## config.mk

```make
export PLATFORM = sky130hd
export DESIGN_NAME = bpc_press
export DESIGN_NICKNAME = d
export VERILOG_FILES = /design/src/design/bpc_pkg.sv /design/src/design/bpc_press.sv
export SDC_FILE = /design/constraint.sdc
export NUM_CORES = 2
export LEC_CHECK = 0
export ABC_AREA = 1
export BUFFER_PORTS_ARGS = -buffer_cell sky130_fd_sc_hd__buf_4
export CAP_MARGIN = 20
export CORE_MARGIN = 2
export CORE_UTILIZATION = 65
export DETAILED_ROUTE_END_ITERATION = 10
export PLACE_DENSITY_LB_ADDON = 0.3
export SLEW_MARGIN = 10
export SYNTH_ARGS = -nofsm -noshare
export SYNTH_HDL_FRONTEND = slang
export SYNTH_SLANG_ARGS = --single-unit
```

## constraint.sdc

```tcl
create_clock -name i_clk -period 11.3 [get_ports i_clk]
set_input_delay 1.695 -clock i_clk [delete_from_list [all_inputs] [get_ports i_clk]]
set_output_delay 1.695 -clock i_clk [all_outputs]
set_load 0.1 [all_outputs]
```

## src/design/bpc_pkg.sv

```systemverilog
// Package for the barometric pressure compensation block.
// Holds widths, shift amounts, register indexes and the structs between stages.
// No dependencies.
package bpc_pkg;

    localparam int RAW_W     = 24;
    localparam int COEFF_W   = 16;
    localparam int TEMP_W    = 19;
    localparam int PRES_W    = 32;
    localparam int REG_IDX_W = 3;

    localparam int DT_W    = RAW_W + 1;
    localparam int MUL_W   = DT_W + COEFF_W + 1;
    localparam int DD_W    = 2 * DT_W;
    localparam int T2_W    = 17;
    localparam int OFF_W   = 35;
    localparam int SENS_W  = 34;
    localparam int SQ_W    = 35;
    localparam int CORR2_W = 38;
    localparam int CORR_W  = 40;
    localparam int LO_W    = 20;
    localparam int HI_W    = CORR_W - LO_W;
    localparam int PPL_W   = RAW_W + LO_W;
    localparam int PPH_W   = RAW_W + 1 + HI_W;
    localparam int PROD_W  = 64;
    localparam int PD_W    = 44;
    localparam int Q_W     = 45;

    localparam int SH_REF  = 8;
    localparam int SH_T    = 23;
    localparam int SH_OFF  = 7;
    localparam int SH_SENS = 8;
    localparam int SH_T2   = 31;
    localparam int SH_C2   = 16;
    localparam int SH_C1   = 15;
    localparam int SH_P1   = 21;
    localparam int SH_P2   = 15;

    localparam logic signed [TEMP_W-1:0] TEMP_REF = 19'sd2000;
    localparam logic signed [TEMP_W-1:0] TEMP_LOW = -19'sd1500;

    localparam logic [REG_IDX_W-1:0] REG_SENS      = 3'd0;
    localparam logic [REG_IDX_W-1:0] REG_OFFSET    = 3'd1;
    localparam logic [REG_IDX_W-1:0] REG_SENS_TEMP = 3'd2;
    localparam logic [REG_IDX_W-1:0] REG_OFF_TEMP  = 3'd3;
    localparam logic [REG_IDX_W-1:0] REG_REF_TEMP  = 3'd4;
    localparam logic [REG_IDX_W-1:0] REG_SLOPE     = 3'd5;

    typedef struct packed {
        logic [COEFF_W-1:0] c1;
        logic [COEFF_W-1:0] c2;
        logic [COEFF_W-1:0] c3;
        logic [COEFF_W-1:0] c4;
        logic [COEFF_W-1:0] c5;
        logic [COEFF_W-1:0] c6;
    } t_coeffs;

    typedef struct packed {
        logic        [RAW_W-1:0]  d1;
        logic signed [TEMP_W-1:0] temp;
        logic        [T2_W-1:0]   t2;
        logic signed [OFF_W-1:0]  off;
        logic signed [SENS_W-1:0] sens;
    } t_first;

    typedef struct packed {
        logic        [RAW_W-1:0]  d1;
        logic signed [TEMP_W-1:0] temp;
        logic signed [CORR_W-1:0] off_c;
        logic signed [CORR_W-1:0] sens_c;
    } t_second;

endpackage

```

## src/design/bpc_press.sv

```systemverilog
// Pressure formation: split product of raw pressure and sensitivity, scaling, offset.
// Five register stages, the last one is the output register. Depends on bpc_pkg.
module bpc_press (
    input  logic                             i_clk,
    input  logic                             i_rst_n,
    input  logic                             i_valid,
    output logic                             o_ready,
    input  bpc_pkg::t_second                 i_data,
    output logic                             o_valid,
    input  logic                             i_ready,
    output logic signed [bpc_pkg::TEMP_W-1:0] o_temperature,
    output logic signed [bpc_pkg::PRES_W-1:0] o_pressure
);
    import bpc_pkg::*;

    logic r_v7, r_v8, r_v9, r_v10, r_v11;
    logic w_en7, w_en8, w_en9, w_en10, w_en11;

    logic signed [TEMP_W-1:0] r7_temp, r8_temp, r9_temp, r10_temp, r11_temp;
    logic signed [CORR_W-1:0] r7_off, r8_off, r9_off;

    logic        [PPL_W-1:0]  r7_pp_lo;
    logic signed [PPH_W-1:0]  r7_pp_hi;
    logic signed [PROD_W-1:0] r8_prod;
    logic signed [PROD_W-1:0] n_prod, n_bias1, n_prod_adj;
    logic signed [PD_W-1:0]   r9_pd;
    logic signed [Q_W-1:0]    r10_q;
    logic signed [Q_W-1:0]    n_bias2, n_q_adj;
    logic signed [PRES_W-1:0] r11_p;

    assign w_en11  = !r_v11 || i_ready;
    assign w_en10  = !r_v10 || w_en11;
    assign w_en9   = !r_v9  || w_en10;
    assign w_en8   = !r_v8  || w_en9;
    assign w_en7   = !r_v7  || w_en8;
    assign o_ready = w_en7;

    assign o_valid       = r_v11;
    assign o_temperature = r11_temp;
    assign o_pressure    = r11_p;

    assign n_prod     = (PROD_W'(r7_pp_hi) <<< LO_W) + PROD_W'($signed({1'b0, r7_pp_lo}));
    assign n_bias1    = r8_prod[PROD_W-1] ? PROD_W'((64'd1 << SH_P1) - 64'd1) : '0;
    assign n_prod_adj = r8_prod + n_bias1;
    assign n_bias2    = r10_q[Q_W-1] ? Q_W'((64'd1 << SH_P2) - 64'd1) : '0;
    assign n_q_adj    = r10_q + n_bias2;

    always_ff @(posedge i_clk) begin
        if (!i_rst_n) begin
            r_v7  <= 1'b0;
            r_v8  <= 1'b0;
            r_v9  <= 1'b0;
            r_v10 <= 1'b0;
            r_v11 <= 1'b0;
        end else begin
            if (w_en7)  r_v7  <= i_valid;
            if (w_en8)  r_v8  <= r_v7;
            if (w_en9)  r_v9  <= r_v8;
            if (w_en10) r_v10 <= r_v9;
            if (w_en11) r_v11 <= r_v10;
        end
    end

    always_ff @(posedge i_clk) begin
        if (w_en7) begin
            r7_temp  <= i_data.temp;
            r7_off   <= i_data.off_c;
            r7_pp_lo <= i_data.d1 * i_data.sens_c[LO_W-1:0];
            r7_pp_hi <= $signed({1'b0, i_data.d1}) * $signed(i_data.sens_c[CORR_W-1:LO_W]);
        end
        if (w_en8) begin
            r8_temp <= r7_temp;
            r8_off  <= r7_off;
            r8_prod <= n_prod;
        end
        if (w_en9) begin
            r9_temp <= r8_temp;
            r9_off  <= r8_off;
            r9_pd   <= PD_W'(n_prod_adj >>> SH_P1);
        end
        if (w_en10) begin
            r10_temp <= r9_temp;
            r10_q    <= Q_W'(r9_pd) - Q_W'(r9_off);
        end
        if (w_en11) begin
            r11_temp <= r10_temp;
            r11_p    <= PRES_W'(n_q_adj >>> SH_P2);
        end
    end

endmodule

```

; ---- Word level (Yosys, flattened, before mapping)
; Index checks and enable logic that the tools add are counted.
[classes]
addsub = 4
n_mul = 2
mux = 2
reduce_logical = 10
[ops]
columns = op, count
row1 = $add 64x22->64, 1
row2 = $add 64x45->64, 1
row3 = $add 45x16->45, 1
row4 = $mul 24x20->44, 1
row5 = $mul 25x20->44, 1
row6 = $sub 43x40->44, 1
row7 = $mux 21, 1
row8 = $mux 15, 1
row9 = $logic_not 1->1, 5
row10 = $logic_or 1x1->1, 5
[word_totals]
regBits = 490
in_bits = 127
output_inout_bits = 53
word_cells = 37

; ---- Logic depth before layout (Yosys ltp)
[logic_depth]
word_depth = 6
mapped_depth = 29
mapped_depth_nobuf = 28

; ---- Worst setup path before layout
; OpenSTA, ideal clock, no wires.
[synth_path]
path_kind = input to output
startpoint = input i_ready
endpoint = output o_ready
arrival_ns = 9.223
t_required_ns = 9.605
path_slack_ns = 0.382
cell_stages = 6
path_buffers = 0
path_cell_list = nor2_1 -> inv_1 -> nor2_1 -> nand2_1 -> nor2_1 -> nand2_1
[synth_via]
elab_chain_cells = 5
[synth_rtl]
columns = item, line_no
row1 = from (decl), bpc_press.sv:10  ; input logic i_ready,
row2 = $logic_or 1x1->1, bpc_press.sv:31  ; assign w_en11 = !r_v11 || i_ready;
row3 = net w_en11, bpc_press.sv:17  ; logic w_en7, w_en8, w_en9, w_en10, w_en11;
row4 = $logic_or 1x1->1, bpc_press.sv:32  ; assign w_en10 = !r_v10 || w_en11;
row5 = $logic_or 1x1->1, bpc_press.sv:33  ; assign w_en9 = !r_v9 || w_en10;
row6 = net w_en9, bpc_press.sv:17
row7 = $logic_or 1x1->1, bpc_press.sv:34  ; assign w_en8 = !r_v8 || w_en9;
row8 = $logic_or 1x1->1, bpc_press.sv:35  ; assign w_en7 = !r_v7 || w_en8;
row9 = to (decl), bpc_press.sv:7  ; output logic o_ready,
; The timed path passes the listed nets, and every way through them passes these cells.

; ---- Worst setup path after layout
[layout_path]
startpoint = input i_data[116] (netlist name)
endpoint = register r7_pp_lo[39] (data pin)
[layout_via]
elab_chain_cells = 1
[layout_rtl]
columns = item, line_no
row1 = from (decl), bpc_press.sv:8  ; input bpc_pkg::t_second i_data,
row2 = $mul 24x20->44, bpc_press.sv:68  ; r7_pp_lo <= i_data.d1 * i_data.sens_c[LO_W-1:0];
row3 = to (signal assigned), bpc_press.sv:68
row4 = to (decl), bpc_press.sv:22  ; logic [PPL_W-1:0] r7_pp_lo;
; Every way passes these cells.
; A chain may end at the register's enable or synchronous reset.

==> results.ini <==
[floorplanning]
die_height_um=309.3
rows=111
core_sq_mm=0.09194
io_pins=180
die_w_um=309.3
initial_core_util=0.6587
die-area_sq_mm=0.09564

[placed_design]
dp_hpwl_um=134000
place_congestion=0.9950
port_buffers=179

[min_path]
hold_path.class=reg -> reg
min_from=r10_temp[17]

[worst_setup_path]
regToRegStartpoint=o_valid
worstSetupPathType=in -> reg
setup.worst_path.end=r7_pp_lo[39]
worstPathCellList=buf_4 > nand2_1 > fa_1 > inv_1 > fa_1 > inv_1 > fa_1 > inv_1 > fa_1 > fa_1 > fa_1 > inv_1 > fa_1 > inv_1 > ha_1 > nand2_1 > nor2_1 > nand2_1 > nor3_1 > nand3_1 > nand4_1 > nand2_1
slowest_stage=fa_1
worstPathArrival_ns=7.78
crit_start=i_data[116]
reg2reg_to=r7_pp_lo[2]
worstPathMaxFanout=40
cp_common_cell=fa_1
start_kind=primary input
rrSetupSlack_ns=6.61
cp_slowest_stage_delay_ns=0.56
r2r_cells=9
critPathRequiredTime_ns=11.65
endpoint_kind=flip-flop

[clock_tree]
cts.sinks=489
cts_hold_buf=0
cts_setup_buffers=0
numCtsBuffers=46
cts_tree=built
clk_latency_ns=0.60
h-tree-depth=2
clockBufferDepth=3
root_buffer=clkbuf_16
clk_pin_slew_ns=0.06
cts_resized=0

[logic_synthesis]
yosysWarnings=0
synth_seq_cells=489
syn_area_sq_mm=0.06057
synth_common_cells=nand2_1, inv_1, fa_1, edfxtp_1, nor2_1
ys_seq_area_frac=0.2416
ys.flop_type=edfxtp_1
synth_top_area_share=0.2601
syn_inst=7861
synth_area_leader_cell=fa_1
synthArstFlopShare=0
syn_nets=9205
yosys-top-cells-area=fa_1, edfxtp_1, nand2_1
synth_edf_count=484
syn_avg_cell_area_sq_um=7.705
synth.most_common_cell=nand2_1
synth_cell_type_count=40

[routing]
drc_errors=0
wl_um=171200
drt_iter0_markers=3908
dr.pass1.iters=9
vias=49260
avgRoutedWirePerCell_um=18.60
viasPerCell=5.355
antenna_left=0

[sta]
rsz0062_at_grt=no
finalSetupViolCount=0
fin_crit_ns=7.428
drv_slew=0
hold_viol=0
fin_crit_sh=0.6573
tightest_slew_ns=1.085
max_slew_margin=0.2755
fin_setup_tns_ns=0
fmaxAchievable_ghz=0.1346
finClkSkew_ns=0.01869

[flow_run]
drv_cap=0

[global_routing]
grt_max_degree=68
grt_overflow=0
grtUsageTotal=0.3650
grt_pass1_vias=50230
grt_pass1_wl_um=266800
antenna_found_initial=11

[cells_and_area]
nNetsFinal=9259
syn_to_final_growth_pct=6.235
layout-drive-gt1-share=0.03888

[run_status]
status=completed

-- cell type report --
class	count	area (sq um)
Antenna cell	10	25.02
Clock buffer	59	1271
Clock inverter	21	198.9
Fill cell	7498	27600
Inverter	2151	8077
Multi-Input combinational cell	5042	37190
Sequential cell	489	14630
Tap cell	1243	1555
Timing Repair Buffer	185	1389
-- cell usage in the layout (no fill, tap or decap), drive strengths merged, types with 12 or more instances in the layout --
master	n
a21oi	117
and2	12
buf	185
clkbuf	59
clkinv	13
edfxtp	484
fa	787
ha	430
inv	2154
nand2	2658
nand3	250
nand3b	20
nand4	64
nor2	449
nor3	60
o21ai	24
o21bai	16
or2	19
xnor2	22
xor2	84
-- critical path: cells and delay by family --
kind,cells,cell delay (ns)
fa+ha+maj,8,3.94
simple gates,8,1.33
buf+inv,6,0.80
-- sequential cells by signal (all words and copies together), names as in the netlist, 19 cells and up --
| signal | count |
|---|---|
| r8_prod | 64 |
| r8_off | 40 |
| r7_pp_lo | 44 |
| r9_off | 40 |
| r7_pp_hi | 44 |
| r8_temp | 19 |
| r7_off | 40 |
| r9_pd | 43 |
| o_temperature | 19 |
| r10_temp | 19 |
| r10_q | 44 |
| o_pressure | 30 |
| r9_temp | 19 |
| r7_temp | 19 |
-- worst min path at each step --
stage	to	slack, ns	cells past startpoint
final	o_temperature[17]	0.41	0
after floorplan	o_temperature[0]	0.40	0
after CTS	o_temperature[17]	0.41	0
after detailed placement	o_temperature[11]	0.40	0
after global routing	o_temperature[17]	0.41	0
after global placement	r8_temp[8]	0.40	0
-- through the flow --
step / hold WS, ns / setup WS (ns) / utilization / instance area (sq um) / cells
2_1_floorplan: 0.4003 / 0.3819 / - / 60570 / 7861
3_3_place_gp: 0.4003 / 3.367 / 0.6836 / 62850 / 9110
3_5_place_dp: 0.4045 / 3.346 / 0.6836 / 62850 / 9110
4_1_cts: 0.4078 / 3.966 / 0.6995 / 64320 / 9190
5_1_grt: 0.4138 / 3.570 / 0.6998 / 64340 / 9200
6_report: 0.4119 / 3.872 / 0.6998 / 64340 / 9200
-- cells by family (layout without fill, tap and decap cells) --
kind of cell    count (synthesis)  count (layout)  synth area share
compound gates                175             175           0.01580
other cells                     0              10                 0
simple gates                 3544            3544            0.2337
fa+ha+maj                    1217            1217            0.3490
xor+xnor                      106             106           0.01533
flops                         489             489            0.2416
buf+inv                      2330            2416            0.1445
-- metal layers --
metal	up-vias	GRT usage	share of wire
met5	-	0	0.00011
met2	2396	0.6313	0.48
met3	563	0.06346	0.090
li1	23080	-	-
met4	2	0.1970	0.062
met1	23220	0.4354	0.36
Power is left out: the tool's default activity adds up to more than one toggle a clock period on the data nets, which glitch-free logic cannot reach.
