--- config.mk ---
export PLATFORM = sky130hd
export DESIGN_NAME = bpc_second
export DESIGN_NICKNAME = d
export VERILOG_FILES = /design/src/design/bpc_pkg.sv /design/src/design/bpc_second.sv
export SDC_FILE = /design/constraint.sdc
export NUM_CORES = 2
export LEC_CHECK = 0
export ABC_AREA = 1
export CORE_UTILIZATION = 25
export DETAILED_ROUTE_END_ITERATION = 12
export DONT_BUFFER_PORTS = 1
export GPL_TIMING_DRIVEN = 0
export PLACE_DENSITY = 0.49
export SYNTH_ARGS = -nofsm -noshare
export SYNTH_HDL_FRONTEND = slang
export SYNTH_SLANG_ARGS = --single-unit
--- constraint.sdc ---
create_clock -name i_clk -period 11.8 [get_ports i_clk]
set_input_delay 2.36 -clock i_clk [delete_from_list [all_inputs] [get_ports i_clk]]
set_output_delay 2.36 -clock i_clk [all_outputs]
set_load 0.02 [all_outputs]
--- src/design/bpc_pkg.sv ---
// Package for the barometric pressure compensation block.
// Holds widths, shift amounts, register indexes and the structs between stages.
// No dependencies.
package bpc_pkg;

    localparam int RAW_W     = 24;
    localparam int COEFF_W   = 16;
    localparam int TEMP_W    = 19;
    localparam int PRES_W    = 32;
    localparam int REG_IDX_W = 3;

    localparam int DT_W    = RAW_W + 1;
    localparam int MUL_W   = DT_W + COEFF_W + 1;
    localparam int DD_W    = 2 * DT_W;
    localparam int T2_W    = 17;
    localparam int OFF_W   = 35;
    localparam int SENS_W  = 34;
    localparam int SQ_W    = 35;
    localparam int CORR2_W = 38;
    localparam int CORR_W  = 40;
    localparam int LO_W    = 20;
    localparam int HI_W    = CORR_W - LO_W;
    localparam int PPL_W   = RAW_W + LO_W;
    localparam int PPH_W   = RAW_W + 1 + HI_W;
    localparam int PROD_W  = 64;
    localparam int PD_W    = 44;
    localparam int Q_W     = 45;

    localparam int SH_REF  = 8;
    localparam int SH_T    = 23;
    localparam int SH_OFF  = 7;
    localparam int SH_SENS = 8;
    localparam int SH_T2   = 31;
    localparam int SH_C2   = 16;
    localparam int SH_C1   = 15;
    localparam int SH_P1   = 21;
    localparam int SH_P2   = 15;

    localparam logic signed [TEMP_W-1:0] TEMP_REF = 19'sd2000;
    localparam logic signed [TEMP_W-1:0] TEMP_LOW = -19'sd1500;

    localparam logic [REG_IDX_W-1:0] REG_SENS      = 3'd0;
    localparam logic [REG_IDX_W-1:0] REG_OFFSET    = 3'd1;
    localparam logic [REG_IDX_W-1:0] REG_SENS_TEMP = 3'd2;
    localparam logic [REG_IDX_W-1:0] REG_OFF_TEMP  = 3'd3;
    localparam logic [REG_IDX_W-1:0] REG_REF_TEMP  = 3'd4;
    localparam logic [REG_IDX_W-1:0] REG_SLOPE     = 3'd5;

    typedef struct packed {
        logic [COEFF_W-1:0] c1;
        logic [COEFF_W-1:0] c2;
        logic [COEFF_W-1:0] c3;
        logic [COEFF_W-1:0] c4;
        logic [COEFF_W-1:0] c5;
        logic [COEFF_W-1:0] c6;
    } t_coeffs;

    typedef struct packed {
        logic        [RAW_W-1:0]  d1;
        logic signed [TEMP_W-1:0] temp;
        logic        [T2_W-1:0]   t2;
        logic signed [OFF_W-1:0]  off;
        logic signed [SENS_W-1:0] sens;
    } t_first;

    typedef struct packed {
        logic        [RAW_W-1:0]  d1;
        logic signed [TEMP_W-1:0] temp;
        logic signed [CORR_W-1:0] off_c;
        logic signed [CORR_W-1:0] sens_c;
    } t_second;

endpackage

--- src/design/bpc_second.sv ---
// Second-order correction below the reference and low temperatures.
// Three register stages: squares, correction terms, corrected offset and sensitivity.
// Depends on bpc_pkg.
module bpc_second (
    input  logic             i_clk,
    input  logic             i_rst_n,
    input  logic             i_valid,
    output logic             o_ready,
    input  bpc_pkg::t_first  i_data,
    output logic             o_valid,
    input  logic             i_ready,
    output bpc_pkg::t_second o_data
);
    import bpc_pkg::*;

    logic r_v4, r_v5, r_v6;
    logic w_en4, w_en5, w_en6;

    logic signed [TEMP_W:0]     n_a, n_b;
    logic signed [2*TEMP_W+1:0] n_a2, n_b2;

    t_first              r4_data;
    logic [SQ_W-1:0]     r4_a2, r4_b2;
    logic                r4_lt_ref, r4_lt_low;

    logic [CORR2_W-1:0]  n_a5, n_b7, n_b11, n_off2, n_sens2;
    logic signed [TEMP_W-1:0] n_temp;

    logic        [RAW_W-1:0]   r5_d1;
    logic signed [TEMP_W-1:0]  r5_temp;
    logic signed [OFF_W-1:0]   r5_off;
    logic signed [SENS_W-1:0]  r5_sens;
    logic        [CORR2_W-1:0] r5_off2, r5_sens2;

    t_second n_second;
    t_second r6_data;

    assign w_en6   = !r_v6 || i_ready;
    assign w_en5   = !r_v5 || w_en6;
    assign w_en4   = !r_v4 || w_en5;
    assign o_ready = w_en4;
    assign o_valid = r_v6;
    assign o_data  = r6_data;

    assign n_a  = (TEMP_W+1)'(i_data.temp) - (TEMP_W+1)'(TEMP_REF);
    assign n_b  = (TEMP_W+1)'(i_data.temp) - (TEMP_W+1)'(TEMP_LOW);
    assign n_a2 = n_a * n_a;
    assign n_b2 = n_b * n_b;

    assign n_a5  = (CORR2_W'(r4_a2) << 2) + CORR2_W'(r4_a2);
    assign n_b7  = (CORR2_W'(r4_b2) << 3) - CORR2_W'(r4_b2);
    assign n_b11 = (CORR2_W'(r4_b2) << 3) + (CORR2_W'(r4_b2) << 1) + CORR2_W'(r4_b2);

    assign n_off2  = (r4_lt_ref ? (n_a5 >> 1) : '0) + (r4_lt_low ? n_b7 : '0);
    assign n_sens2 = (r4_lt_ref ? (n_a5 >> 2) : '0) + (r4_lt_low ? (n_b11 >> 1) : '0);
    assign n_temp  = r4_data.temp
                   - (r4_lt_ref ? TEMP_W'($signed({1'b0, r4_data.t2})) : '0);

    always_comb begin
        n_second.d1     = r5_d1;
        n_second.temp   = r5_temp;
        n_second.off_c  = CORR_W'(r5_off) - CORR_W'($signed({1'b0, r5_off2}));
        n_second.sens_c = CORR_W'(r5_sens) - CORR_W'($signed({1'b0, r5_sens2}));
    end

    always_ff @(posedge i_clk) begin
        if (!i_rst_n) begin
            r_v4 <= 1'b0;
            r_v5 <= 1'b0;
            r_v6 <= 1'b0;
        end else begin
            if (w_en4) r_v4 <= i_valid;
            if (w_en5) r_v5 <= r_v4;
            if (w_en6) r_v6 <= r_v5;
        end
    end

    always_ff @(posedge i_clk) begin
        if (w_en4) begin
            r4_data   <= i_data;
            r4_a2     <= SQ_W'(n_a2);
            r4_b2     <= SQ_W'(n_b2);
            r4_lt_ref <= i_data.temp < TEMP_REF;
            r4_lt_low <= i_data.temp < TEMP_LOW;
        end
        if (w_en5) begin
            r5_d1    <= r4_data.d1;
            r5_temp  <= n_temp;
            r5_off   <= r4_data.off;
            r5_sens  <= r4_data.sens;
            r5_off2  <= n_off2;
            r5_sens2 <= n_sens2;
        end
        if (w_en6) begin
            r6_data <= n_second;
        end
    end

endmodule

# Yosys cells after proc, flatten, opt, wreduce, memory -nomap -nowiden
# Cells that the tools add are included.
# classes
n_addsub	11
mul	2
order_cmp	2
mux	5
n_reduce_logical	6
# ops
op	count
37-bit 2-to-1 mux	2
20-bit by 20-bit multiplier with 35-bit output	2
19-bit by 12-bit subtractor with 20-bit output (second input constant)	2
34-bit by 39-bit subtractor with 40-bit output	1
35-bit by 39-bit subtractor with 40-bit output	1
36-bit by 37-bit adder with 38-bit output	1
37-bit by 35-bit adder with 38-bit output	1
37-bit by 38-bit adder with 38-bit output	1
38-bit by 35-bit adder with 38-bit output	1
38-bit by 36-bit adder with 38-bit output	1
19-bit by 12-bit less-than comparator with 1-bit output (second input constant)	2
38-bit 2-to-1 mux	1
38-bit by 35-bit subtractor with 38-bit output	1
36-bit 2-to-1 mux	1
19-bit by 17-bit subtractor with 19-bit output	1
17-bit 2-to-1 mux	1
1-bit logical NOT	3
1-bit logical OR	3
# word_totals
ff_bits	515
input_bits	133
word_cells	48

# Logic depth before layout (Yosys ltp)
# depth
depth_word	4
mapped_depth	44

# Least setup slack after synthesis
# OpenSTA, ideal clock, no wires.
# synth_timing
path_type	in2out
startpoint	in i_ready
endpoint	out o_ready
arrival_time_ns	9.664
slack_ns	-0.224
stages	4
n_path_buf	0
path_cell_list	inv_1 nand2_1 nor2_1 nand2_1
# synth_between
elab_chain_len	3
# synth_lines
element	line	rtl
from (decl)	bpc_second.sv:11	input logic i_ready,
1-bit logical OR	bpc_second.sv:38	assign w_en6 = !r_v6 || i_ready;
via w_en6	bpc_second.sv:17	logic w_en4, w_en5, w_en6;
1-bit logical OR	bpc_second.sv:39	assign w_en5 = !r_v5 || w_en6;
1-bit logical OR	bpc_second.sv:40	assign w_en4 = !r_v4 || w_en5;
to (decl)	bpc_second.sv:8	output logic o_ready,
# The timed path passes the listed nets, and every way through them passes these cells.

# Worst setup path in the final report
# layout_timing
startpoint	in i_data[88] (netlist bit)
endpoint	reg r4_b2[27], data pin
# layout_between
elab_chain_len	2
# layout_lines
element	line	rtl
from (decl)	bpc_second.sv:9	input bpc_pkg::t_first i_data,
19-bit by 12-bit subtractor with 20-bit output	bpc_second.sv:46	assign n_b = (TEMP_W+1)'(i_data.temp) - (TEMP_W+1)'(TEMP_LOW);
20-bit by 20-bit multiplier with 35-bit output	bpc_second.sv:48	assign n_b2 = n_b * n_b;
via n_b2[27]	bpc_second.sv:20	logic signed [2*TEMP_W+1:0] n_a2, n_b2;
to (signal assigned)	bpc_second.sv:82	r4_b2 <= SQ_W'(n_b2);
to (decl)	bpc_second.sv:23	logic [SQ_W-1:0] r4_a2, r4_b2;
# The timed path passes the listed nets, and every way through them passes these cells.
# A chain may end at the register's enable or synchronous reset.

==> qor.yml <==
layout:
  final_cell_area_um2: 64140
  finalNonFillerCells: 9922
  drive_above_1_share: 0.02735
  fillers: 25124
  area_delta_synth_final_pct: 9.641
  final_net_count: 8146
critical_path:
  required_ns: 12.21
  crit_type: "input port to flop"
  cp-start-kind: "input port"
  crit_top_cell: "fa_1"
  worst_path_max_delay_cell: "clkbuf_1"
  cp-end-kind: "flop"
  cp_top_family: "adder cells"
  path_max_fanout: 12
  arrival_ns: 11.41
  critPathBufInv: 9
  cp_slowest_stage_delay_ns: 0.88
placement:
  place_inst: 9820
  place_ws_ns: 0.2103
  post-dp-hpwl_um: 156300
  numPortBuffers: 0
  placed_area_um2: 62450
  gp_congestion: 0.9593
global_routing:
  gr-total-overflow: 0
  grt_max_degree: 115
  grt_pass1_vias: 46586
  grt_util_all_layers: 0.1550
  antenna_found_initial: 15
  grt_first_pass_wirelength_um: 281700
yosys:
  synth_top_area_share: 0.2597
  yosys.cell_types.count: 60
  yosys.area.top_type: "edfxtp_1"
  async_reset_ff_frac: 0
  synth_edf_count: 506
  synth_area_per_cell_um2: 8.638
  syn_nets: 8087
  seq_area_frac_synth: 0.2608
  ys.warnings.count: 0
  ys.flop_type: "edfxtp_1"
  ys_ff_latch: 509
  synth_area_um2: 58500
  synthCells: 6773
  synth.area.top_cells: "edfxtp_1 (26%), fa_1 (25%), ha_1 (9.8%)"
sta:
  max_freq_ghz: 0.09086
  setup_viol: 0
  report.final.slew_viol_count: 0
  finalSetupTns_ns: 0
  final.setup_skew_ns: 0.04204
  fin_crit_sh: 0.9328
  hold_viol_final: 0
  period_needed_ns: 11.01
  maxSlewHeadroom: 0.1736
  rsz0062_at_grt: "no"
  fin_ws_ns: 0.7935
  worst_pin_slew_ns: 1.240
clocking:
  numClockSinks: 509
  clockBufferDepth: 3
  hold_buffers: 0
  htree_levels: 2
  cts-root-buf: "clkbuf_16"
  cts_buffers: 53
  cts_setup_buffers: 0
  clock_latency_ns: 0.66
  clkTransAtPathRegs_ns: 0.06
  cts_resized: 0
  cts_tree: "yes"
detailed_routing:
  drc_errors: 0
  antenna_left: 0
  wire_per_inst_um: 18.54
  vias: 44864
  vias_per_cell: 4.522
  routed_wl_um: 183900
  drt-initial-drc-count: 2894
  firstDrtPassIters: 5
floorplan:
  die_w_um: 485.7
  core-area_um2: 232500
  floorplan.initialDensity: 0.2516
  num_rows: 177
  die_area_um2: 235900
  ios: 258
  die_y_um: 485.7
hold_path:
  hold_path.class: "flop to flop"
job:
  drv_cap: 0
outcome:
  status: "complete, no violations"
[final cells by class]
| cell class | instances | area (um^2) | share of cell area |
|---|---|---|---|
| diodes | 6 | 15.01 | 0.0002341 |
| plain buffers | 70 | 317.8 | 0.004955 |
| clock buffers | 61 | 1356 | 0.02115 |
| clock inverters | 35 | 320.3 | 0.004994 |
| inverters | 1523 | 5727 | 0.08928 |
| multi-input cells | 4671 | 37230 | 0.5805 |
| flip-flops and latches | 509 | 15250 | 0.2378 |
| well taps | 3043 | 3807 | 0.05936 |
| repair buffers | 4 | 110.1 | 0.001717 |
[Yosys cell counts, types with 6 or more instances]
library cell / number
a221oi_1: 6
nor2_1: 801
inv_1: 1494
nand3_1: 187
ha_1: 460
buf_2: 17
a211oi_1: 8
nor2_4: 13
nand4_1: 46
xnor2_1: 72
edfxtp_1: 506
a21o_1: 60
nand2_2: 11
nor4_1: 23
nand2_1: 1062
nor2_2: 8
and3_1: 7
o21a_1: 11
clkbuf_1: 42
nor3_1: 62
inv_2: 24
o21ai_0: 301
o21bai_1: 43
fa_1: 721
a21boi_0: 16
a21oi_1: 420
o21ai_1: 16
xor2_1: 178
a31oi_1: 83
nand3b_1: 6
[stage by stage]
step | utilization | hold slack (ns)
2_1_floorplan | - | 0.4003
3_3_place_gp | 0.2680 | 0.4013
3_5_place_dp | 0.2686 | 0.4045
4_1_cts | 0.2758 | 0.4190
5_1_grt | 0.2758 | 0.4230
6_report | 0.2758 | 0.4173
[final timing paths]
path	to	startpoint	cells after the start	slack [ns]
setup reg to reg	r5_sens2[20]	r4_b2[2]	18	6.29
hold reg to reg	o_data[91]	r5_temp[11]	0	0.42
setup / recovery	r4_b2[27]	i_data[88]	33	0.79
hold / removal	o_data[91]	r5_temp[11]	0	0.42
[routing by layer]
layer	part of all wire	GRT usage
met5	0.00030	0
met4	0.028	0.03960
met3	0.058	0.02346
met2	0.44	0.2475
met1	0.47	0.2172
[flip-flops by register name, indices dropped and copies added (netlist names), 19 cells and up]
signal and flops:
r4_data 129, r5_sens2 37, o_data 123, r5_d1 24, r5_off 35, r5_off2 38, r5_temp 19, r4_b2 33
r4_a2 32, r5_sens 34
[placed cells by master (no fill, tap or decap), types with 7 or more instances in the layout]
master,n
inv_1,1493
nand2_1,1060
nor2_1,801
fa_1,721
edfxtp_1,506
ha_1,460
a21oi_1,420
o21ai_0,301
nand3_1,187
xor2_1,178
a31oi_1,83
xnor2_1,72
nor3_1,62
a21o_1,60
clkbuf_16,53
clkbuf_1,50
nand4_1,46
o21bai_1,43
inv_2,24
nor4_1,23
buf_2,17
clkinv_1,17
o21ai_1,16
a21boi_0,16
nor2_4,13
nand2_2,11
o21a_1,11
nor2_2,8
a211oi_1,8
and3_1,7
clkinv_2,7
[kinds of logic after synthesis]
group	after synthesis	synth area share
other	1	0.00006410
flip-flops	509	0.2608
XOR/XNOR	254	0.03892
adder cells (fa/ha/maj)	1181	0.3451
buffers and inverters	1593	0.1032
AO/OA/AOI/OAI	998	0.09564
AND/OR/NAND/NOR	2237	0.1563
Power is not shown: default switching activity piles up to over one toggle a cycle in this logic, so the estimate is an artifact.
