### config.mk
export PLATFORM = sky130hd
export DESIGN_NAME = bpc_first
export DESIGN_NICKNAME = d
export VERILOG_FILES = /design/src/design/bpc_pkg.sv /design/src/design/bpc_first.sv
export SDC_FILE = /design/constraint.sdc
export NUM_CORES = 2
export LEC_CHECK = 0
export BUFFER_PORTS_ARGS = -buffer_cell sky130_fd_sc_hd__buf_2
export CAP_MARGIN = 5
export CORE_UTILIZATION = 71
export DETAILED_ROUTE_END_ITERATION = 10
export PLACE_DENSITY = 0.88
export SLEW_MARGIN = 15
export SYNTH_ARGS = -nofsm -noshare
export SYNTH_HDL_FRONTEND = slang
export SYNTH_SLANG_ARGS = --single-unit
### constraint.sdc
create_clock -name i_clk -period 21.9 [get_ports i_clk]
set_clock_uncertainty 0.1 [all_clocks]
set_input_delay 2.19 -clock i_clk [delete_from_list [all_inputs] [get_ports i_clk]]
set_output_delay 2.19 -clock i_clk [all_outputs]
set_load 0.05 [all_outputs]
### src/design/bpc_pkg.sv
// Package for the barometric pressure compensation block.
// Holds widths, shift amounts, register indexes and the structs between stages.
// No dependencies.
package bpc_pkg;

    localparam int RAW_W     = 24;
    localparam int COEFF_W   = 16;
    localparam int TEMP_W    = 19;
    localparam int PRES_W    = 32;
    localparam int REG_IDX_W = 3;

    localparam int DT_W    = RAW_W + 1;
    localparam int MUL_W   = DT_W + COEFF_W + 1;
    localparam int DD_W    = 2 * DT_W;
    localparam int T2_W    = 17;
    localparam int OFF_W   = 35;
    localparam int SENS_W  = 34;
    localparam int SQ_W    = 35;
    localparam int CORR2_W = 38;
    localparam int CORR_W  = 40;
    localparam int LO_W    = 20;
    localparam int HI_W    = CORR_W - LO_W;
    localparam int PPL_W   = RAW_W + LO_W;
    localparam int PPH_W   = RAW_W + 1 + HI_W;
    localparam int PROD_W  = 64;
    localparam int PD_W    = 44;
    localparam int Q_W     = 45;

    localparam int SH_REF  = 8;
    localparam int SH_T    = 23;
    localparam int SH_OFF  = 7;
    localparam int SH_SENS = 8;
    localparam int SH_T2   = 31;
    localparam int SH_C2   = 16;
    localparam int SH_C1   = 15;
    localparam int SH_P1   = 21;
    localparam int SH_P2   = 15;

    localparam logic signed [TEMP_W-1:0] TEMP_REF = 19'sd2000;
    localparam logic signed [TEMP_W-1:0] TEMP_LOW = -19'sd1500;

    localparam logic [REG_IDX_W-1:0] REG_SENS      = 3'd0;
    localparam logic [REG_IDX_W-1:0] REG_OFFSET    = 3'd1;
    localparam logic [REG_IDX_W-1:0] REG_SENS_TEMP = 3'd2;
    localparam logic [REG_IDX_W-1:0] REG_OFF_TEMP  = 3'd3;
    localparam logic [REG_IDX_W-1:0] REG_REF_TEMP  = 3'd4;
    localparam logic [REG_IDX_W-1:0] REG_SLOPE     = 3'd5;

    typedef struct packed {
        logic [COEFF_W-1:0] c1;
        logic [COEFF_W-1:0] c2;
        logic [COEFF_W-1:0] c3;
        logic [COEFF_W-1:0] c4;
        logic [COEFF_W-1:0] c5;
        logic [COEFF_W-1:0] c6;
    } t_coeffs;

    typedef struct packed {
        logic        [RAW_W-1:0]  d1;
        logic signed [TEMP_W-1:0] temp;
        logic        [T2_W-1:0]   t2;
        logic signed [OFF_W-1:0]  off;
        logic signed [SENS_W-1:0] sens;
    } t_first;

    typedef struct packed {
        logic        [RAW_W-1:0]  d1;
        logic signed [TEMP_W-1:0] temp;
        logic signed [CORR_W-1:0] off_c;
        logic signed [CORR_W-1:0] sens_c;
    } t_second;

endpackage

### src/design/bpc_first.sv
// First-order compensation: dT, the three coefficient products and dT squared.
// Three register stages. Depends on bpc_pkg.
module bpc_first (
    input  logic                    i_clk,
    input  logic                    i_rst_n,
    input  bpc_pkg::t_coeffs        i_coeffs,
    input  logic                    i_valid,
    output logic                    o_ready,
    input  logic [bpc_pkg::RAW_W-1:0] i_d1,
    input  logic [bpc_pkg::RAW_W-1:0] i_d2,
    output logic                    o_valid,
    input  logic                    i_ready,
    output bpc_pkg::t_first         o_data
);
    import bpc_pkg::*;

    logic r_v1, r_v2, r_v3;
    logic w_en1, w_en2, w_en3;

    logic        [RAW_W-1:0] r1_d1;
    logic signed [DT_W-1:0]  r1_dt;
    logic signed [DT_W-1:0]  n_dt;

    logic        [RAW_W-1:0] r2_d1;
    logic signed [MUL_W-1:0] r2_p6, r2_p4, r2_p3;
    logic signed [DD_W-1:0]  r2_dd;

    logic signed [MUL_W-1:0] n_bias6, n_bias4, n_bias3;
    logic signed [MUL_W-1:0] n_p6_adj, n_p4_adj, n_p3_adj;
    t_first                  n_first;
    t_first                  r3_data;

    assign w_en3   = !r_v3 || i_ready;
    assign w_en2   = !r_v2 || w_en3;
    assign w_en1   = !r_v1 || w_en2;
    assign o_ready = w_en1;
    assign o_valid = r_v3;
    assign o_data  = r3_data;

    assign n_dt = $signed({1'b0, i_d2}) - $signed({1'b0, i_coeffs.c5, {SH_REF{1'b0}}});

    assign n_bias6 = r2_p6[MUL_W-1] ? MUL_W'((64'd1 << SH_T) - 64'd1) : '0;
    assign n_bias4 = r2_p4[MUL_W-1] ? MUL_W'((64'd1 << SH_OFF) - 64'd1) : '0;
    assign n_bias3 = r2_p3[MUL_W-1] ? MUL_W'((64'd1 << SH_SENS) - 64'd1) : '0;
    assign n_p6_adj = r2_p6 + n_bias6;
    assign n_p4_adj = r2_p4 + n_bias4;
    assign n_p3_adj = r2_p3 + n_bias3;

    always_comb begin
        n_first.d1   = r2_d1;
        n_first.temp = TEMP_W'(n_p6_adj >>> SH_T) + TEMP_REF;
        n_first.t2   = T2_W'(r2_dd >> SH_T2);
        n_first.off  = OFF_W'($signed({1'b0, i_coeffs.c2, {SH_C2{1'b0}}}))
                     + OFF_W'(n_p4_adj >>> SH_OFF);
        n_first.sens = SENS_W'($signed({1'b0, i_coeffs.c1, {SH_C1{1'b0}}}))
                     + SENS_W'(n_p3_adj >>> SH_SENS);
    end

    always_ff @(posedge i_clk) begin
        if (!i_rst_n) begin
            r_v1 <= 1'b0;
            r_v2 <= 1'b0;
            r_v3 <= 1'b0;
        end else begin
            if (w_en1) r_v1 <= i_valid;
            if (w_en2) r_v2 <= r_v1;
            if (w_en3) r_v3 <= r_v2;
        end
    end

    always_ff @(posedge i_clk) begin
        if (w_en1) begin
            r1_d1 <= i_d1;
            r1_dt <= n_dt;
        end
        if (w_en2) begin
            r2_d1 <= r1_d1;
            r2_p6 <= r1_dt * $signed({1'b0, i_coeffs.c6});
            r2_p4 <= r1_dt * $signed({1'b0, i_coeffs.c4});
            r2_p3 <= r1_dt * $signed({1'b0, i_coeffs.c3});
            r2_dd <= r1_dt * r1_dt;
        end
        if (w_en3) begin
            r3_data <= n_first;
        end
    end

endmodule

# Word-level counts from Yosys, hierarchy flattened
# Index checks and enable logic that the tools add are counted.
# Widths: inputs -> output; s select.
word_totals:
  reg_bits: 379
  inputBits: 148
  elab_cells: 35
classes:
  add_sub_neg: 7
  multipliers: 4
  mux: 3
  reduce_logical: 6
ops:
  columns: ["operator", "count"]
  rows:
  - ["$mul 25x17->42", 3]
  - ["$mul 25x25->48", 1]
  - ["$add 42x24->42", 1]
  - ["$add 42x8->42", 1]
  - ["$add 42x9->42", 1]
  - ["$add 33x35->35", 1]
  - ["$add 32x34->34", 1]
  - ["$sub 24x24->25", 1]
  - ["$mux 23", 1]
  - ["$add 19x12->19 const B", 1]
  - ["$mux 8", 1]
  - ["$mux 7", 1]
  - ["$logic_not 1->1", 3]
  - ["$logic_or 1x1->1", 3]

# Longest topological paths before layout
depth:
  word_depth: 4
  mapped_depth: 28
  mapped_depth_nobuf: 27

# Least setup slack after synthesis
# OpenSTA, ideal clock, no wires.
synth_path:
  path_type: "input -> register"
  start: "in i_coeffs[53] (netlist bit)"
  end: "reg r2_p3[38], data pin"
  setup_time_ns: 0.259
  t_arrival_ns: 7.990
  slack_ns: 13.551
  path_stages: 23
  n_path_buf: 2
  path_cell_list: "clkbuf_1 -> clkbuf_1 -> nand2_1 -> fa_1 -> inv_1 -> fa_1 -> inv_1 -> fa_1 -> fa_1 -> fa_1 -> inv_1 -> fa_1 -> ha_1 -> a21oi_1 -> o21bai_1 -> a2111oi_1 -> or3_1 -> nor2_1 -> or3b_1 -> o2111ai_1 -> a31oi_1 -> a21oi_1 -> xnor2_1"
synth_between:
  elab_chain_len: 1
synth_rtl:
  columns: ["element", "line", "source"]
  rows:
  - ["start, declared", "bpc_first.sv:6", "input bpc_pkg::t_coeffs i_coeffs,"]
  - ["$mul 25x17->42", "bpc_first.sv:80", "r2_p3 <= r1_dt * $signed({1'b0, i_coeffs.c3});"]
  - ["end signal, assigned", "bpc_first.sv:80", null]
  - ["end, declared", "bpc_first.sv:25", "logic signed [MUL_W-1:0] r2_p6, r2_p4, r2_p3;"]
# No other way between the ends.
# A chain may end at the register's enable or synchronous reset.

# Worst setup path after layout
layout_path:
  start: "in i_coeffs[50] (netlist bit)"
  end: "reg r2_p3[41], data pin"
# The elaborated chain is that of the path after synthesis.

==> results.md <==
- Worst Min Path Start: r2_dd[40]
- Critical path, cell by cell: buf_2 -> nand2_1 -> fa_1 -> inv_1 -> fa_1 -> inv_1 -> fa_1 -> inv_1 -> fa_1 -> inv_1 -> fa_1 -> inv_1 -> fa_1 -> ha_1 -> a21oi_1 -> o211ai_1 -> a22oi_1 -> a21oi_1 -> nor3_1 -> o21ai_1 -> a211oi_1 -> o21ai_0 -> a21oi_1 -> xnor2_1
- Critical path class: input port to flip-flop
- CTS sink count: 348
- Post-CTS resize count: 0
- Top cell type's share of synthesized area: 45.9%
- Total setup buffers inserted after CTS: 0
- CP max stage delay: 0.56 ns
- Chip height: ~330 µm
- Max Slew Vio Count: 0
- DRT Wirelength: 179 mm
- Total grt overflow: 0
- Worst R2R Path Depth: 26
- Crit path DAT: 8.98 ns
- Crit-path slowest cell: fa_1
- Slew HR: 29.0%
- Max_cap viols: 0
- IO Pins: 279
- Reg-to-Reg End: r2_dd[42]
- Final period util: between 30% and 40%
- Critical path's top delay family: adder cells
- Port Buf Inserts: 278
- WP buf/inv: 6
- Req. time, crit path: 22.17 ns
- Syn. warnings: 0
- FP Rows: 120
- Crit path max fanout: 25
- Share of cells above drive strength 1: between 5 and 6%
- Worst Hold Class: flip-flop to flip-flop
- R2r setup slk: 13.32 ns
- DR WL/cell: around 19 µm
- Tmin final: between 8 and 9 ns
- Fill cells: 6834
- Vias/cell: between 5 and 6
- CP Capture Point: r2_p3[41]
- CTS Hold Buffers Added: 0
- Top-count cell post-synth: inv_1
- RSZ-0062 raised after global routing: no
- Post-synth EDFFs: about 350
- R2R Path Start: r1_dt[3]
- First-pass GRT wire length: between 300 and 400 mm
- Gpl congestion: 0.921
- CTS tree: yes
- Core area: 107000 µm²
- Seq/Total Area, Yosys: between 10 and 15%
- CP Launch Point: i_coeffs[50]
- Setup violations, final: 0
- DP HPWL: 139 mm
- Clk Latency, worst-skew pair: 0.65 ns
- Outcome: finished clean
- Tot GR Track Use: about a third
- Crit-path most repeated cell: fa_1
- Top cell type by total area after synthesis: fa_1
- Synthesized area: 77000 µm²
- Final Hold Violating Endpoints: 0
- Yosys reg bits: 348
- Post-DRT Antenna Nets: 0
- Max clock buf depth: 3
- Clock Tree Root: clkbuf_16
- Antenna violations before repair: 9
- Avg Cell Area, Syn: 9.84 µm²
- Drc violations: 0
- Initial DRC Count: roughly 3800
- Layout area overhead: 4.78%
- Final net count: 10300
- Setup Total Neg Slack: 0 ns
- Die width: approximately 330 µm
- H-tree levels: 2
- Synth area leaders: fa_1 (46%), edfxtp_1 (13%), inv_1 (9.9%)
- WP depth: 24
- Syn_nets: 10300
- Die Area: 110000 µm²
- Commonest cells post-synth: inv_1 (2030), fa_1 (1766), nand2_1 (1014)
- F_max: 115 MHz
- Type of origin of the critical path: input port
- Clock transition at path regs: 0.06 ns
- Worst-Margin Slew: approximately 1.1 ns
- Post-synth cell types: 86
- Ys async rst share: 0%
- CP endpoint kind: flip-flop
- Largest net degree at the start of global routing: roughly 70
- Vias in the first global route: 61700
- Starting Density: 71.7%
- Predominant post-synthesis flop cell: edfxtp_1
- Post-Syn Instances: between 7000 and 8000
- Pre-antenna DRT Iters: 9
- TritonCTS Buffers: 40
- Via Count: 53900
## stage by stage
step / worst slack, ns / util, % / cell area (µm²) / cells / hold slack [ns]
2_1_floorplan: 13.55 / - / 77000 / 7828 / 0.300
3_3_place_gp: 12.96 / 73.9 / 79400 / 9238 / 0.300
3_5_place_dp: 12.71 / 73.9 / 79400 / 9238 / 0.305
4_1_cts: 13.36 / 75.1 / 80700 / 9311 / 0.318
5_1_grt: 12.93 / 75.2 / 80700 / 9318 / 0.323
6_report: 13.18 / 75.2 / 80700 / 9319 / 0.317
## cell usage in the layout (no fill, tap or decap), types with 8 or more instances in the layout
master	instances
xnor2_1	209
diode_2	8
clkinv_1	9
nor2b_1	38
o21a_1	33
o21ai_0	65
clkbuf_16	40
nand2b_1	26
a211oi_1	10
buf_4	51
a21oi_1	158
nand3_1	60
nor3_1	43
ha_1	539
o21bai_1	12
o211ai_1	11
xor2_1	81
and3_1	36
and2_1	596
inv_1	2029
or2_2	8
buf_2	278
edfxtp_1	345
and4_1	11
or3_1	10
a31oi_1	16
clkbuf_1	8
nand4_1	23
a21o_1	76
a31o_2	10
nor2_1	138
fa_1	1766
nand2_1	1013
o21ai_1	18
## routing by layer
metal	vias to the layer above	part of all wire (%)	GRT usage [%]	wire length (µm)
met5	-	0.0073	0	13
met3	707	9.0	6.41	16100
met4	2	5.3	17.1	9440
li1	23200	-	-	-
met1	27300	35	41.9	62500
met2	2684	51	59.7	90900
## flip-flops by register name (all words and copies together) (netlist names)
signal,flops
o_data,129
r2_p3,42
r2_p6,42
r_v1,1
r2_p4,42
r2_d1,24
r1_dt,25
r2_dd,17
r_v2,1
o_valid,1
r1_d1,24
## cells by family (layout without fill, tap and decap cells)
logic type,count (synthesis),in the layout,share of synthesized area (%)
multiplexers,2,2,0.0260
AND/OR/NAND/NOR,2035,2035,12.8
XOR/XNOR,290,290,3.30
other,0,8,0
flip-flops,348,348,13.5
buffers and inverters,2354,2434,11.5
adder cells (fa/ha/maj),2307,2307,54.7
AO/OA/AOI/OAI,492,492,4.22
## how the worst min path moves through the flow
stage          slack (ns)          end  cells past startpoint
2_1_floorplan        0.30  o_data[105]                      0
3_3_place_gp         0.30  o_data[122]                      0
3_5_place_dp         0.30  o_data[107]                      0
4_1_cts              0.32   o_data[78]                      0
5_1_grt              0.32    r2_d1[21]                      0
6_report             0.32   o_data[78]                      0
## layout make-up
class                      count  area (µm²)  area share (%)
tap                         1403        1760            2.18
inverter                    2032        7630            9.46
multi-input combinational   5126       57800            71.6
clock buffer                  48        1030            1.28
sequential                   348       10400            12.9
clock inverter                25         289           0.358
timing repair buffer         329        1770            2.20
antenna                        8        20.0          0.0248
## worst register-to-register path, stage by stage (launching register included)
cell and delay (ns):
edfxtp_1 0.77, buf_4 0.81, nand2_1 0.29, fa_1 0.58
inv_1 0.05, fa_1 0.53, inv_1 0.05, fa_1 0.53
inv_1 0.06, fa_1 0.51, inv_1 0.06, fa_1 0.53
inv_1 0.05, fa_1 0.50, inv_1 0.06, fa_1 0.47
inv_1 0.04, ha_1 0.30, a21o_1 0.16, a21o_1 0.19
o21ai_0 0.16, a31o_1 0.24, a41o_1 0.32, a311oi_1 0.19
and3_1 0.27, o311ai_1 0.30, a31oi_1 0.16
Power is left out: the tool's default activity adds up to more than one toggle a clock period on the data nets, which glitch-free logic cannot reach.
